===== src/design/ddo_pkg.sv =====
// ddo_pkg: shared types, constants and helper functions for the wheel odometry block
// used by every module under design/; depends on nothing else
package ddo_pkg;

    // default module parameters
    localparam int CORDIC_STAGES_DEF = 16;
    localparam int FRAC_BITS_DEF     = 16;

    // field widths fixed by the interface
    localparam int ANGLE_W     = 32;
    localparam int WORD_W      = 32;
    localparam int HR_W        = 16;
    localparam int HRB_W       = 20;
    localparam int CFG_INDEX_W = 8;
    localparam int CFG_DATA_W  = 20;

    // trig datapath width, Q2.30 with headroom
    localparam int TRIG_W = 34;

    // configuration register indexes
    localparam logic [CFG_INDEX_W-1:0] CFG_HALF_RADIUS            = 8'd0;
    localparam logic [CFG_INDEX_W-1:0] CFG_HALF_RADIUS_OVER_BASIS = 8'd1;

    // configuration reset values
    localparam logic [HR_W-1:0]  HALF_RADIUS_RST            = 16'd918;
    localparam logic [HRB_W-1:0] HALF_RADIUS_OVER_BASIS_RST = 20'd14680;

    // angle constants
    localparam longint PI_Q32    = 64'sd13493037705;
    localparam longint PI30      = 64'sd3373259426;
    localparam longint HALF_PI30 = 64'sd1686629713;
    localparam longint INV_GAIN  = 64'sd652032874;

    typedef enum logic [2:0] {
        MUL_NONE,
        MUL_LIN,
        MUL_ANG,
        MUL_COS,
        MUL_SIN
    } mul_sel_t;

    typedef enum logic [3:0] {
        ST_IDLE,
        ST_MUL_LIN,
        ST_MUL_ANG,
        ST_ANG_TAKE,
        ST_WRAP_START,
        ST_TRIG_WAIT,
        ST_MUL_SIN,
        ST_SIN_TAKE,
        ST_COMMIT
    } state_t;

    typedef struct packed {
        logic     prime;
        logic     load;
        mul_sel_t mul_sel;
        logic     wrap_start;
        logic     commit;
    } ddo_cmd_t;

    typedef struct packed {
        logic have_prev;
        logic trig_busy;
        logic wrap_busy;
        logic out_free;
    } ddo_sts_t;

    // pi in Q(frac) rounded up from the Q32 value
    function automatic longint pi_q_of(input int frac);
        return ((PI_Q32 - 64'sd1) >>> (32 - frac)) + 64'sd1;
    endfunction

    function automatic logic signed [31:0] sat32(input logic signed [65:0] v);
        logic signed [31:0] res;
        if (v > 66'sd2147483647)
        begin
            res = 32'sh7FFFFFFF;
        end
        else if (v < -66'sd2147483648)
        begin
            res = 32'sh80000000;
        end
        else
        begin
            res = v[31:0];
        end
        return res;
    endfunction

    // arctangent of 2^-i in Q2.30
    function automatic logic [31:0] atan_at(input logic [4:0] idx);
        logic [31:0] res;
        unique case (idx)
            5'd0:    res = 32'h3243F6A8;
            5'd1:    res = 32'h1DAC6705;
            5'd2:    res = 32'h0FADBAFC;
            5'd3:    res = 32'h07F56EA6;
            5'd4:    res = 32'h03FEAB76;
            5'd5:    res = 32'h01FFD55B;
            5'd6:    res = 32'h00FFFAAA;
            5'd7:    res = 32'h007FFF55;
            5'd8:    res = 32'h003FFFEA;
            5'd9:    res = 32'h001FFFFD;
            5'd10:   res = 32'h000FFFFF;
            5'd11:   res = 32'h0007FFFF;
            5'd12:   res = 32'h0003FFFF;
            5'd13:   res = 32'h0001FFFF;
            5'd14:   res = 32'h0000FFFF;
            5'd15:   res = 32'h00007FFF;
            5'd16:   res = 32'h00003FFF;
            5'd17:   res = 32'h00001FFF;
            5'd18:   res = 32'h00000FFF;
            5'd19:   res = 32'h000007FF;
            5'd20:   res = 32'h000003FF;
            5'd21:   res = 32'h000001FF;
            5'd22:   res = 32'h000000FF;
            5'd23:   res = 32'h0000007F;
            default: res = 32'h00000000;
        endcase
        return res;
    endfunction

endpackage


===== src/design/ddo_ctrl.sv =====
// ddo_ctrl: sequencer for the odometry datapath
// depends on ddo_pkg
module ddo_ctrl
    import ddo_pkg::*;
(
    input  logic     clk,
    input  logic     rst_n,
    input  logic     in_valid,
    output logic     in_ready,
    input  ddo_sts_t sts,
    output ddo_cmd_t cmd
);

    state_t state_reg;
    state_t state_next;
    logic   accept;

    always_ff @(posedge clk or negedge rst_n)
    begin
        if (!rst_n)
        begin
            state_reg <= ST_IDLE;
        end
        else
        begin
            state_reg <= state_next;
        end
    end

    assign in_ready = (state_reg == ST_IDLE);
    assign accept   = in_valid && in_ready;

    always_comb
    begin
        state_next     = state_reg;
        cmd.prime      = 1'b0;
        cmd.load       = 1'b0;
        cmd.mul_sel    = MUL_NONE;
        cmd.wrap_start = 1'b0;
        cmd.commit     = 1'b0;
        unique case (state_reg)
            ST_IDLE:
            begin
                if (accept)
                begin
                    if (sts.have_prev)
                    begin
                        cmd.load   = 1'b1;
                        state_next = ST_MUL_LIN;
                    end
                    else
                    begin
                        cmd.prime = 1'b1;
                    end
                end
            end
            ST_MUL_LIN:
            begin
                cmd.mul_sel = MUL_LIN;
                state_next  = ST_MUL_ANG;
            end
            ST_MUL_ANG:
            begin
                cmd.mul_sel = MUL_ANG;
                state_next  = ST_ANG_TAKE;
            end
            ST_ANG_TAKE:
            begin
                state_next = ST_WRAP_START;
            end
            ST_WRAP_START:
            begin
                cmd.wrap_start = 1'b1;
                state_next     = ST_TRIG_WAIT;
            end
            ST_TRIG_WAIT:
            begin
                if (!sts.trig_busy)
                begin
                    cmd.mul_sel = MUL_COS;
                    state_next  = ST_MUL_SIN;
                end
            end
            ST_MUL_SIN:
            begin
                cmd.mul_sel = MUL_SIN;
                state_next  = ST_SIN_TAKE;
            end
            ST_SIN_TAKE:
            begin
                state_next = ST_COMMIT;
            end
            ST_COMMIT:
            begin
                if (!sts.wrap_busy && sts.out_free)
                begin
                    cmd.commit = 1'b1;
                    state_next = ST_IDLE;
                end
            end
            default:
            begin
                state_next = ST_IDLE;
            end
        endcase
    end

endmodule


===== config.mk =====
export PLATFORM = sky130hd
export DESIGN_NAME = ddo_ctrl
export DESIGN_NICKNAME = d
export VERILOG_FILES = /design/src/design/ddo_pkg.sv /design/src/design/ddo_ctrl.sv
export SDC_FILE = /design/constraint.sdc
export NUM_CORES = 1
export LEC_CHECK = 0
export BUFFER_PORTS_ARGS = -buffer_cell sky130_fd_sc_hd__buf_2
export CORE_AREA = 2 2 39 41
export CTS_BUF_LIST = sky130_fd_sc_hd__clkbuf_4 sky130_fd_sc_hd__clkbuf_8
export DETAILED_ROUTE_END_ITERATION = 6
export DIE_AREA = 0 0 41 43
export PLACE_DENSITY = 0.51
export SYNTH_ARGS = -nofsm -noshare
export SYNTH_HDL_FRONTEND = slang
export SYNTH_SLANG_ARGS = --single-unit

===== constraint.sdc =====
create_clock -name clk -period 1.4 [get_ports clk]
set_input_delay 0.28 -clock clk [delete_from_list [all_inputs] [get_ports clk]]
set_output_delay 0.28 -clock clk [all_outputs]
set_load 0.05 [all_outputs]

After elaboration in Yosys (flattened, before gate mapping)

Cells that the tools add are included.

Equality and inequality tests: 12
Reduce and logical (&&, ||, !) cells: 5
Muxes and demuxes: 14

Operators with widths:

| operator                                                                 | count |
|---|---|
| 4-bit case mux with 9 select lines                                       | 1 |
| 4-bit by 3-bit == test with 1-bit output (second input constant)         | 4 |
| 4-bit 2-to-1 mux                                                         | 4 |
| 3-bit case mux with 4 select lines                                       | 1 |
| 4-bit by 2-bit == test with 1-bit output (second input constant)         | 2 |
| 2-bit 2-to-1 mux                                                         | 3 |
| 1-bit 2-to-1 mux                                                         | 5 |
| 4-bit by 1-bit == test with 1-bit output (second input constant)         | 1 |
| 4-bit == test (second input constant)                                    | 1 |
| 4-bit zero test                                                          | 1 |
| 2-bit by 1-bit inequality test with 1-bit output (second input constant) | 2 |
| 2-bit inequality test (second input constant)                            | 2 |
| 4-bit AND reduction                                                      | 1 |
| 1-bit logical AND                                                        | 2 |
| 1-bit zero test                                                          | 1 |

Output and inout port bits: 8
Bits in registers: 4
Word-level logic and storage cells: 32

Longest topological paths before layout

Gate-level depths: netlist (run 1).

Word-level depth: 4
Gate-level depth with buffers: 4

Worst setup path before layout (run 1)

No wires, ideal clock.

Path type: register to output
From: reg state_reg[3]
To: out cmd[6] (netlist name)
Stages on the path, launching flop included: 5
Path slack: -1212 ps
Path buffers: 1
Arrival time: 2332 ps
Required time: 1120 ps
Path through: dfrtp_1 buf_2 nor4_2 nand2_1 nor2_1

RTL lines:

| what                     | line           | source |
|---|---|---|
| start: declaration       | ddo_ctrl.sv:14 | `state_t state_reg;` |
| start signal: assignment | ddo_ctrl.sv:26 | `state_reg <= state_next;` |
| end: declaration         | ddo_ctrl.sv:11 | `output ddo_cmd_t cmd` |

==> metrics.txt, run 1 <==
status=complete, but fails checks; violated checks=negative setup slack; Placed Cells=67; Reg power frac=0.176; post-synthesis sequential area ratio=0.327; DRC violations left=0; # nets final=65; die outline width=41 um; Setup Total Neg Slack=-1430 ps; FILL cells=136; DP Worst Slack=-60.5 ps; Worst-Skew Late Latency=230 ps; RSZ-0062 raised after global routing=yes; Initial Utilization=0.222; Combinational Power Share=0.725; number of library cell types mapped by synthesis=19; FF-to-FF path depth=3; Slowest cell on crit path=dfrtp_1; initial antenna violation count=0; Final Skew=2.98 ps; full die area=1760 um2; total CTS buffers=3; Via-to-Cell Ratio=4.33; most frequent cells in the layout=buf_6, buf_4, buf_2; die span in y=43 um; PwrDens=2640 nW/um2; WP data required=1120 ps; Reg-to-Reg End=state_reg[3]; antenna fix cells=0; Critical Path Source Type=flop; register-to-register setup slack=70 ps; Num Clock Sinks=4; critical-path cell list=buf_4 > nor3_2 > and3_1 > buf_6; CP max FO=9; flops & latches, synth=4; slowest stage delay, CP=400 ps; fin worst setup slack=-258 ps; Core Rows=14; clock share of power=0.099; drt total wl=826 um; hold depth=3; fin crit share=1.18; vias in the first global route=278; Area Overhead vs Synth=80.0%; fin cells=72; CTS tree=done; Total GRT Usage=0.100; Reg-to-Reg Start=state_reg[1]; Final Cell Area=552 um2; Clock Tree Root=clkbuf_4; crit path DAT=1380 ps; Iter 0 DRT Violations=0; Avg Synthesized Cell Area=8.76 um2; total gr overflow=0; syn_nets=42; Setup Crit Path Kind=flop to primary output; Largest register FFs=4; Int Pwr=0.727 mW; max frequency=0.603 GHz; fin crit period=1660 ps; Max clock buf depth=2; clk slew on worst S/H paths=40 ps; Buffers & Inverters on Critical Path=2; Setup-failing EPs final=8; HP Start=sts[1]; slew margin rel.=0.783; switching portion of total power=0.500; Placer Congestion=0.683; Mapped Area=307 um2; Slew Limit Fails=0; first-pass GRT wire length=1180 um; worst vdd ir=0.988 mV; Vias=312; layout cells sized above 1=0.643; Hold Crit Endpoint=state_reg[3]; LEAKAGE=0.243 nW; CP delay by family, top=flip-flops; IO buf count=14; endpoint class of the critical path=primary output; max cap viols=0; largest net degree at the start of global routing=10; yosys warns=0; H-tree Lvls=1; HP Class=input port to flop; Antenna Nets Post-Route=0; cell area after placement=448 um2; worst-margin pin slew=325 ps; DPL Wire Length=547 um; sw power=0.727 mW; DRT Pass-1 Iters=1; post-detailed-route wirelength per cell=11.5 um; core box area=1380 um2; Hold Violations, Final=0; Ports=15; cells after synthesis=35
[per-layer routing]
layer | part of all wire | vias up | GRT usage
met5 | 0 | - | 0
met4 | 0 | 0 | 0.0600
met3 | 0.064 | 0 | 0.0314
met2 | 0.48 | 10 | 0.119
met1 | 0.46 | 138 | 0.151
li1 | - | 164 | -
[cells by family (layout without fill, tap and decap cells)]
kind of cell           Yosys count  count (layout)  share of synthesized area
AND/OR/NAND/NOR                 21              21                      0.420
AO/OA/AOI/OAI                    5               5                      0.139
flip-flops                       4               4                      0.327
buffers and inverters            4              25                     0.0857
XOR/XNOR                         1               1                     0.0286
[worst max path at each step]
| stage | start | end | cells after the start | slack [ps] |
|---|---|---|---|---|
| final | state_reg[2] | cmd[0] | 4 | -260 |
| after global placement | state_reg[2] | cmd[0] | 4 | -130 |
| after global routing | state_reg[2] | cmd[0] | 4 | -320 |
| after detailed placement | state_reg[2] | cmd[0] | 4 | -60 |
| after floorplan | state_reg[2] | cmd[6] | 4 | -560 |
| after CTS | state_reg[2] | cmd[0] | 4 | -240 |
[cell type report]
type	instances	area [um2]	share of cell area
sequential	4	103	0.186
multi-input combinational	27	220	0.399
timing repair buffer	22	186	0.338
clock buffer	3	22.5	0.0408
tap	16	20.0	0.0363
[worst register-to-register path, delay by kind of cell, from the launching register on]
kind	cells	cell delay (ps)
AO/OA/AOI/OAI	1	120
buffers and inverters	1	170
flip-flops	1	450
AND/OR/NAND/NOR	1	510
[stage by stage]
stage          hold WS, ps  utilization  total power [mW]
2_1_floorplan        -15.6            -             0.918
4_1_cts                291        0.376              1.36
6_report               303        0.399              1.45
5_1_grt                319        0.399              1.54
3_3_place_gp          89.8        0.324              1.13
3_5_place_dp          86.3        0.324              1.12
[power by group through the flow]
stage                     Combinational (mW)  Sequential [mW]  Clock (mW)
after floorplan                        0.738            0.180           0
after global placement                 0.885            0.246           0
after detailed placement               0.871            0.244           0
after CTS                              0.959            0.246       0.152
after global routing                    1.12            0.267       0.155
final                                   1.05            0.257       0.144
[Yosys cell counts]
library cell  count  area share
o21a_1            1       0.024
nand3b_1          1       0.024
a21oi_1           1       0.016
nor2b_1           2       0.041
nand2b_1          3       0.061
and3_1            2       0.041
a211oi_1          1       0.024
o22ai_2           1       0.041
buf_6             1       0.037
nand4bb_1         1       0.037
a2111oi_1         1       0.033
nand2_1           3       0.037
buf_2             3       0.049
xor2_1            1       0.029
dfrtp_1           4        0.33
nor3_1            2       0.033
nor4_2            1       0.041
nor2_1            5       0.061
or4b_4            1       0.045
[timing repair]
item | in CTS | in global routing
setup buffers | 0 | 1
pin swaps | 1 | 1
endpoints found under the setup margin | 8 | 8
gates resized for setup | 14 | 7
hold buffers | 1 | 0
endpoints found under the hold margin | 4 | 0
(Power assumes the default switching activity.)
==> inputs of run 2 (changes only) <==
RECOVER_POWER = 50   (was not set)
==> run 2 against run 1 <==
Compared with the run above: fmax is the same; utilization decreased by 0.090 points; design area is 0.23% lower; sequential share of layout area hardly changed; largest power group unchanged; highest routed layer unchanged; largest cell class unchanged; worst hold slack is the same; the run still ends with negative setup slack left; total power is essentially flat; wire length down 0.24%; clock skew is the same; combinational power hardly changed; cell count unchanged; via count stayed put; non-clock buffer count is the same.
==> metrics.txt, run 2 (synthesis gave the netlist of run 1 again) <==
status=complete, but fails checks; violated checks=negative setup slack; cell area after placement=448 um2; total chip power=1.45 mW; endpoint class of the critical path=primary output; Int Pwr=0.727 mW; layout cells sized above 1=0.625; full die area=1760 um2; drt total wl=824 um; slowest stage delay, CP=400 ps; register-to-register setup slack=70 ps; FF/Latch Area=103 um2; worst vdd ir=0.988 mV; antenna fix cells=0; hold slack=303 ps; Area Overhead vs Synth=79.6%; Reg power frac=0.176; Num Clock Sinks=4; Total GRT Usage=0.100; vias in the first global route=278; WP data required=1120 ps; initial antenna violation count=0; FILL cells=137; Max clock buf depth=2; DRT Pass-1 Iters=1; Clock Tree Root=clkbuf_4; DRC violations left=0; Largest register FFs=4; Setup Total Neg Slack=-1430 ps; critical-path cell list=buf_4 > nor3_2 > and3_1 > buf_6; first-pass GRT wire length=1180 um; Setup-failing EPs final=8; LEAKAGE=0.240 nW; Worst-Skew Late Latency=230 ps; Hold Violations, Final=0; crit path DAT=1380 ps; switching portion of total power=0.500; RSZ-0062 raised after global routing=yes; most frequent cells in the layout=buf_6, buf_4, buf_2; Placer Congestion=0.683; fin worst setup slack=-258 ps; total gr overflow=0; Multi-input gate area=220 um2; max frequency=0.603 GHz; fin crit period=1660 ps; PwrDens=2640 nW/um2; CP max FO=9; CTS tree=done; die span in y=43 um; HP Class=input port to flop; Initial Utilization=0.222; Final Cell Area=551 um2; Worst setup endpoint=cmd[0]; Via-to-Cell Ratio=4.33; clk slew on worst S/H paths=40 ps; Critical Path Source Type=flop; post-detailed-route wirelength per cell=11.4 um; Setup Crit Path Kind=flop to primary output; Antenna Nets Post-Route=0; Slew Limit Fails=0; max cap viols=0; clock share of power=0.099; Slowest cell on crit path=dfrtp_1; die outline width=41 um; fin crit share=1.18; core box area=1380 um2; Final Skew=2.98 ps; Ports=15; H-tree Lvls=1; Reg-to-Reg Start=state_reg[1]; Iter 0 DRT Violations=0; total CTS buffers=3; largest net degree at the start of global routing=10; Vias=312; Post-Route Utilization=0.398; # nets final=65; Reg-to-Reg End=state_reg[3]; slew margin rel.=0.783; Combinational Power Share=0.725; DPL Wire Length=547 um; CP Launch Point=state_reg[2]; worst-margin pin slew=325 ps; IO buf count=14; sw power=0.727 mW; Core Rows=14; FF-to-FF path depth=3
## run 2: cell count changes in the layout (fill, tap and decap cells not counted), sizes merged
cell	previous run	this run
clkbuf	3	4
buf	21	20
## run 2: area by class of cell
class | instances | share of cell area
flip-flops and latches | 4 | 0.186
clock buffers | 3 | 0.0409
multi-input cells | 27 | 0.400
repair buffers | 22 | 0.336
well taps | 16 | 0.0364
## run 2: how the worst min path moves through the flow
stage | from | endpoint | cells after the start | slack (ps)
6_report | sts[1] | state_reg[3] | 3 | 300
2_1_floorplan | rst_n | state_reg[0] | 0 | -20
4_1_cts | sts[1] | state_reg[3] | 3 | 290
3_3_place_gp | rst_n | state_reg[3] | 1 | 90
5_1_grt | sts[1] | state_reg[3] | 3 | 320
3_5_place_dp | rst_n | state_reg[3] | 1 | 90
## run 2: power by group through the flow
stage          registers [mW]  logic [mW]  clock network [mW]
6_report                0.257        1.05               0.144
5_1_grt                 0.267        1.12               0.155
4_1_cts                 0.246       0.959               0.152
3_5_place_dp            0.244       0.871                   0
3_3_place_gp            0.246       0.885                   0
2_1_floorplan           0.180       0.738                   0
## run 2: through the flow
stage | std cells | worst slack [ps]
2_1_floorplan | 35 | -564
3_3_place_gp | 67 | -130
3_5_place_dp | 67 | -60.5
4_1_cts | 71 | -239
5_1_grt | 72 | -322
6_report | 72 | -258
## run 2: what timing repair did
item / in CTS / in global routing
pin swaps: 1 / 1
buffers inserted: 0 / 1
endpoints found under the setup margin: 8 / 8
endpoints found under the hold margin: 4 / 0
gates resized for setup: 14 / 7
hold buffers: 1 / 0
## run 2: routing by layer
metal / vias up / track usage / wire, um / part of all wire
met4: 0 / 0.0600 / 0 / 0
met1: 138 / 0.151 / 375 / 0.46
li1: 164 / - / - / -
met3: 0 / 0.0314 / 53 / 0.064
met2: 10 / 0.119 / 394 / 0.48
met5: - / 0 / 0 / 0
## run 2: critical path, delay by kind of cell, from the launching register on
kind          cells  cell delay, ps
simple gates      2             400
flops             1             400
buf+inv           2             350
==> inputs of run 3 (changes only) <==
REMOVE_ABC_BUFFERS = 1   (was not set)
==> run 3 against run 2 <==
Compared with the run above: the run still ends with negative setup slack left; sequential power is essentially flat; wire length increased by 20%; setup slack improved by 34 ps; largest power group unchanged.
==> metrics.txt, run 3 (synthesis gave the netlist of run 1 again) <==
fin crit share=1.16; Via-to-Cell Ratio=4.71; Combinational Power Share=0.773; post-detailed-route wirelength per cell=12.1 um; Antenna Nets Post-Route=0; Reg power frac=0.146; full die area=1760 um2; Max clock buf depth=2; max frequency=0.615 GHz; Placed Cells=66; Setup-failing EPs final=9; CTS tree=done; total gr overflow=0; slowest stage delay, CP=430 ps; Largest register FFs=4; Iter 0 DRT Violations=6; antenna fix cells=0; Hold Violations, Final=0; fin cells=82; Slew Limit Fails=0; LEAKAGE=0.303 nW; CP delay by family, top=simple AND/OR/NAND/NOR gates; HP Class=input port to flop; H-tree Lvls=1; Slowest cell on crit path=dfrtp_2; Placer Congestion=0.705; Vias=386; Clock Tree Root=clkbuf_4; Final Skew=8.22 ps; status=complete, but fails checks; Buffers & Inverters on Critical Path=1; fin crit period=1620 ps; total CTS buffers=3; Setup Crit Path Kind=flop to primary output; drt total wl=990 um; sw power=0.816 mW; # nets final=75; clk slew on worst S/H paths=40 ps; worst-margin pin slew=331 ps; violated checks=negative setup slack; PwrDens=2640 nW/um2; worst vdd ir=1.21 mV; RSZ-0062 raised after global routing=yes; Post-Route Utilization=0.475; Initial Utilization=0.222; slew margin rel.=0.779; Area Overhead vs Synth=114%; DRC violations left=0; Int Pwr=0.922 mW; core box area=1380 um2; total chip power=1.74 mW; initial antenna violation count=0; critical-path cell list=nor4_4 > and3_1 > buf_6; clock share of power=0.081; DP Worst Slack=-51.0 ps; max cap viols=0; DRT Pass-1 Iters=4; Ports=15; most frequent cells in the layout=buf_6, buf_4, buf_2; IO buf count=14; WP data required=1120 ps; largest net degree at the start of global routing=8; crit path DAT=1340 ps; die span in y=43 um; CP max FO=4; Core Rows=14; hold slack=353 ps; first-pass GRT wire length=1440 um; layout cells sized above 1=0.697; Total GRT Usage=0.131; endpoint class of the critical path=primary output; switching portion of total power=0.469; Critical Path Source Type=flop; most common cell after layout, fill and taps aside=buf_6; FILL cells=129; die outline width=41 um; fin worst setup slack=-225 ps; vias in the first global route=340; Num Clock Sinks=4; Worst-Skew Late Latency=240 ps
## run 3: repair_timing
action,in CTS,in global routing
setup endpoints to repair,8,9
pin swaps,5,6
hold buffers,1,0
gates resized for setup,26,8
hold endpoints to repair,4,0
buffers inserted,7,5
## run 3: cell type report
type                            count  area, um2  share of cell area
Timing Repair Buffer               32        277               0.421
Clock buffer                        3       22.5              0.0343
Tap cell                           16       20.0              0.0305
Multi-Input combinational cell     27        235               0.358
Sequential cell                     4        103               0.156
## run 3: worst paths after layout
path / start / endpoint / slack (ps) / cells past startpoint
max reg2reg: state_reg[0] / state_reg[3] / -80 / 5
min: sts[1] / state_reg[3] / 350 / 3
min reg2reg: state_reg[1] / state_reg[1] / 690 / 2
max: state_reg[0] / cmd[5] / -220 / 3
max in group asynchronous: rst_n / state_reg[1] / 780 / 2
min in group asynchronous: rst_n / state_reg[2] / 410 / 2
## run 3: power groups by stage
stage	clock [mW]	combinational [mW]	sequential, mW
after global placement	0	0.812	0.220
after detailed placement	0	0.809	0.217
after global routing	0.161	1.42	0.261
after CTS	0.147	1.14	0.259
final	0.141	1.34	0.254
after floorplan	0	0.512	0.268
## run 3: per-layer routing
| layer | vias up | part of all wire | track usage |
|---|---|---|---|
| met3 | 0 | 0.082 | 0.0942 |
| li1 | 188 | - | - |
| met4 | 0 | 0 | 0.0200 |
| met2 | 17 | 0.52 | 0.191 |
| met1 | 181 | 0.40 | 0.156 |
| met5 | - | 0 | 0 |
## run 3: worst reg2reg max path, cell delays in order, from the launching register on
cell	delay, ps
dfrtp_2	430
buf_6	140
buf_6	120
buf_4	120
or4b_4	470
o22ai_2	120
## run 3: metrics by stage
step	instance area (um2)	TNS, ps
after floorplan	280	-3810
after global placement	408	-132
after detailed placement	408	-96.8
after CTS	592	-1390
after global routing	657	-1900
final	657	-1360
